### config.mk
export PLATFORM = sky130hd
export DESIGN_NAME = svm_ctrl
export DESIGN_NICKNAME = d
export VERILOG_FILES = /design/src/rtl/svm_pkg.sv /design/src/rtl/svm_ctrl.sv
export SDC_FILE = /design/constraint.sdc
export NUM_CORES = 1
export LEC_CHECK = 0
export ABC_AREA = 1
export BUFFER_PORTS_ARGS = -buffer_cell sky130_fd_sc_hd__buf_2
export CORE_AREA = 2 2 39 41
export CTS_CLUSTER_SIZE = 8
export DETAILED_ROUTE_END_ITERATION = 10
export DIE_AREA = 0 0 41 43
export HOLD_SLACK_MARGIN = 0.08
export SYNTH_ARGS = -nofsm -noshare
export SYNTH_HDL_FRONTEND = slang
export SYNTH_SLANG_ARGS = --single-unit
### constraint.sdc
create_clock -name clk -period 1.7 [get_ports clk]
set_input_delay 0.085 -clock clk [delete_from_list [all_inputs] [get_ports clk]]
set_output_delay 0.085 -clock clk [all_outputs]
set_load 0.01 [all_outputs]
### src/rtl/svm_pkg.sv
`timescale 1ns / 1ps
// ----------------------------------------------------------------------------
// svm_pkg
// Opcodes, status codes, controller states and command structs.
// ----------------------------------------------------------------------------
package svm_pkg;

    localparam logic [4:0] OP_EXIT    = 5'd0;
    localparam logic [4:0] OP_MOVI    = 5'd1;
    localparam logic [4:0] OP_ADD     = 5'd2;
    localparam logic [4:0] OP_MOV     = 5'd3;
    localparam logic [4:0] OP_SUB     = 5'd4;
    localparam logic [4:0] OP_MUL     = 5'd5;
    localparam logic [4:0] OP_DIV     = 5'd6;
    localparam logic [4:0] OP_INC     = 5'd7;
    localparam logic [4:0] OP_DEC     = 5'd8;
    localparam logic [4:0] OP_JMP     = 5'd9;
    localparam logic [4:0] OP_CMPEQ   = 5'd10;
    localparam logic [4:0] OP_CMPLT   = 5'd11;
    localparam logic [4:0] OP_JT      = 5'd12;
    localparam logic [4:0] OP_JNT     = 5'd13;
    localparam logic [4:0] OP_PUSH    = 5'd14;
    localparam logic [4:0] OP_POP     = 5'd15;
    localparam logic [4:0] OP_LOAD    = 5'd16;
    localparam logic [4:0] OP_STORE   = 5'd17;
    localparam logic [4:0] OP_LOADI   = 5'd18;
    localparam logic [4:0] OP_STOREI  = 5'd19;
    localparam logic [4:0] OP_LOADSC  = 5'd20;
    localparam logic [4:0] OP_STORESC = 5'd21;
    localparam logic [4:0] OP_PENUP   = 5'd22;
    localparam logic [4:0] OP_PENDOWN = 5'd23;
    localparam logic [4:0] OP_FWD     = 5'd24;
    localparam logic [4:0] OP_BACK    = 5'd25;

    localparam logic [2:0] ST_OK    = 3'd0;
    localparam logic [2:0] ST_HIGH  = 3'd1;
    localparam logic [2:0] ST_LOW   = 3'd2;
    localparam logic [2:0] ST_DIV0  = 3'd3;
    localparam logic [2:0] ST_STACK = 3'd4;

    typedef enum logic [2:0] {
        S_IDLE,
        S_EXEC,
        S_ITER,
        S_MEMRD,
        S_MEMWB,
        S_DONE
    } state_t;

    // controller to datapath
    typedef struct packed {
        logic latch;     // capture instruction and operands
        logic exec;      // execute / start multiply or divide
        logic iter;      // one multiply or divide step
        logic finish;    // write back multiply or divide result
        logic mem_wb;    // write back stack read data
    } dp_cmd_t;

    // datapath to controller
    typedef struct packed {
        logic need_iter;
        logic need_mem;
        logic iter_last;
    } dp_stat_t;

endpackage

### src/rtl/svm_ctrl.sv
`timescale 1ns / 1ps
// ----------------------------------------------------------------------------
// svm_ctrl
// Sequencer: accept, execute, iterate or stack read, then present result.
// ----------------------------------------------------------------------------
module svm_ctrl
    import svm_pkg::*;
(
    input  logic     clk,
    input  logic     rst_n,
    input  logic     in_valid,
    output logic     in_ready,
    output logic     out_valid,
    input  logic     out_ready,
    output dp_cmd_t  cmd,
    input  dp_stat_t stat
);

    state_t state_reg, state_next;

    always_ff @(posedge clk or negedge rst_n)
    begin
        if (!rst_n)
        begin
            state_reg <= S_IDLE;
        end
        else
        begin
            state_reg <= state_next;
        end
    end

    always_comb
    begin
        state_next = state_reg;
        cmd        = '0;
        in_ready   = 1'b0;
        out_valid  = 1'b0;
        unique case (state_reg)
            S_IDLE:
            begin
                in_ready = 1'b1;
                if (in_valid)
                begin
                    cmd.latch  = 1'b1;
                    state_next = S_EXEC;
                end
            end
            S_EXEC:
            begin
                cmd.exec = 1'b1;
                if (stat.need_iter)
                begin
                    state_next = S_ITER;
                end
                else if (stat.need_mem)
                begin
                    state_next = S_MEMRD;
                end
                else
                begin
                    state_next = S_DONE;
                end
            end
            S_ITER:
            begin
                cmd.iter = 1'b1;
                if (stat.iter_last)
                begin
                    cmd.finish = 1'b1;
                    state_next = S_DONE;
                end
            end
            S_MEMRD:
            begin
                state_next = S_MEMWB;
            end
            S_MEMWB:
            begin
                cmd.mem_wb = 1'b1;
                state_next = S_DONE;
            end
            S_DONE:
            begin
                out_valid = 1'b1;
                if (out_ready)
                begin
                    state_next = S_IDLE;
                end
            end
            default:
            begin
                state_next = S_IDLE;
            end
        endcase
    end

endmodule

==> metrics.md <==
| Metric | Value |
|---|---|
| Outcome | completed |
| Met1 Wirelength | 266 µm |
| First-pass GRT wire length | 924 µm |
| Clk_skew | 0.00305 ns |
| TritonCTS buffer count | 3 |
| Deepest clock path buffer count | 2 |
| Worst VDD drop | 587 µV |
| Synth warnings | 0 |
| Worst Path Max Fanout | 6 |
| # rows | 14 |
| Total Wirelength | 565 µm |
| Internal power | 317 µW |
| Reg-to-Reg End | state_reg[2] |
| Share of the yosys chip area belonging to registers | 0.341 |
| Sw Pwr | 282 µW |
| Final Setup Violations | 0 |
| Overall die area | 1760 µm² |
| Hold Vio Cnt, Final | 0 |
| Max_cap viols | 0 |
| Synthesized netlist net count | 40 |
| Residual DRC count | 0 |
| Initial Util | 0.159 |
| Number of cells on the worst reg-to-reg path | 4 |
| Post-CTS setup buffers | 0 |
| Clock Latency Late Sink | 0.23 ns |
| Critical Path End Type | output port |
| Final Max Slew Viols | 0 |
| H-tree depth | 1 |
| CTS Hold Buffers Added | 1 |
| Worst slew pin tran | 0.257 ns |
| Power Density | 1750 nW/µm² |
| #FFs+latches synth | 3 |
| FILL cells | 154 |
| CTS root buf | clkbuf_4 |
| Die width | 41 µm |
| Via Count | 268 |
| Setup_tns | 0 ns |
| RePlAce Congestion | 0.803 |
| Post-cts sizing count | 0 |
| Initial antenna violation count | 0 |
| Share of cells above drive strength 1 | 0.412 |
| Placed cells | 62 |
| Timing endpoint of the critical path | cmd[4] |
| Top Metal Used | met3 |
| Total track usage | 0.0803 |
| Post-Syn Area | 220 µm² |
| Worst reg2reg setup slack | 0.64 ns |
| DR WL/cell | 8.43 µm |
| Largest net degree at the start of global routing | 8 |
| Largest register FFs | 3 |
| CTS tree | done |
| Largest area contributor in the netlist | dfrtp_1 |
| LEAKAGE | 0.000200 µW |
| Post-route minimum period | 1.29 ns |
| WHS | 0.137 ns |
| Die height | 43 µm |
| Syn_area_per_cell | 6.67 µm² |
| Critical Path Start Type | flop |
| Post-synth top area share | 0.341 |
| Met3 routed WL | 76 µm |
| Layout Cells excl Fill | 67 |
| RSZ-0062 raised after global routing | false |
| Core Area | 1380 µm² |
| Sw Share | 0.470 |
| Flop pwr share | 0.260 |
| Crit path kind | reg -> out |
| Met2 Routed Length | 221 µm |
| Initial DRC count | 7 |
| Post-route ant nets | 0 |
| Congestion Overflow GR | 0 |
| Cell Chain, Critical Path | nor2_1 -> nand2_1 -> nor2_1 -> buf_2 |
| Port bufs | 13 |
| Most frequent cells in the layout | buf_2, inv_1, nand2_1 |
| Clock sink count | 3 |
| CP peak stage delay | 0.42 ns |
| Final antenna diode count | 0 |
| CP startpoint | state_reg[2] |
| Reg clk slew, reported paths | 0.03 ns |
| Yosys cell types | 14 |
| Vias in the first global route | 237 |
| Rel. slew slack | 0.827 |
| Worst Hold Class | in -> reg |
| Vias per Instance | 4.00 |
| Clk pwr share | 0.206 |
| Most frequent CP cell | nor2_1 |
| DRT Pass-1 Iters | 4 |
| Leading cell type in the layout, fill and taps excluded | buf_2 |
| Final core utilization | 0.247 |
| Total I/O pin count | 14 |
| Reg-to-Reg Start | state_reg[2] |
| Req. time, crit path | 1.62 ns |
| Worst Path Arrival | 1.21 ns |
| Slowest cell on crit path | dfrtp_1 |
| Comb pwr share | 0.535 |
| Total Nets Final | 59 |
| Post-Synthesis Cells | 33 |
| Maximum clock frequency | 0.773 GHz |
| Largest cells by area after synthesis | dfrtp_1, inv_1, nand2_1, o21ai_0, nand2_2 |
| Area grow syn2layout | 55.1% |
| Post-DP HPWL | 456 µm |
| Period utilisation layout | 0.761 |
==> worst min-delay path by stage <==
| stage | from | endpoint | cells past startpoint |
|---|---|---|---|
| after detailed placement | rst_n | state_reg[0] | 1 |
| final | out_ready | state_reg[2] | 4 |
| after floorplan | rst_n | state_reg[0] | 0 |
| after global routing | out_ready | state_reg[2] | 4 |
| after CTS | out_ready | state_reg[2] | 4 |
| after global placement | rst_n | state_reg[1] | 1 |
==> layout make-up <==
cell class	count	area, µm²	share of cell area
inverters	8	30.0	0.0879
multi-input cells	22	115	0.337
well taps	16	20.0	0.0586
clock buffers	4	26.3	0.0769
flip-flops and latches	3	75.1	0.220
repair buffers	14	75.1	0.220
==> metrics by stage <==
step	area [µm²]	power, µW	setup WS, ns
2_1_floorplan	220	372	0.719
3_3_place_gp	305	469	0.668
3_5_place_dp	305	477	0.649
4_1_cts	342	610	0.390
5_1_grt	342	674	0.263
6_report	342	599	0.406
==> cell usage after synthesis <==
library cell and n:
o21ai_1 1, nand2_1 5, nor2_4 1, inv_2 1, nor2_1 3, o21ai_0 3
nor3_1 2, nand4_1 1, dfrtp_1 3, nand3_1 2, nor4_1 1, nand2_2 2
a21oi_2 1, inv_1 7
==> per-layer routing <==
metal  global-route usage  vias to the layer above
met5                    0                        -
met4               0.0200                        0
met3               0.0628                        0
met2                0.100                       16
met1                0.106                      113
li1                     -                      139
==> critical path: cells and delay by family (launching register included) <==
kind	cells	cell delay (ns)
DFF	1	0.42
buffers and inverters	1	0.13
and+or+nand+nor	3	0.43
==> power groups by stage <==
stage	registers (µW)	logic, µW	clock network, µW
after floorplan	146	226	0
after global placement	154	315	0
after detailed placement	156	321	0
after CTS	156	326	129
after global routing	167	362	146
final	156	321	123
==> kinds of logic (layout without fill, tap and decap cells) <==
group	after synthesis	after routing	synth area share
buf+inv	8	26	0.136
flops	3	3	0.341
compound gates	5	5	0.131
simple gates	17	17	0.392
(Power assumes the default switching activity.)
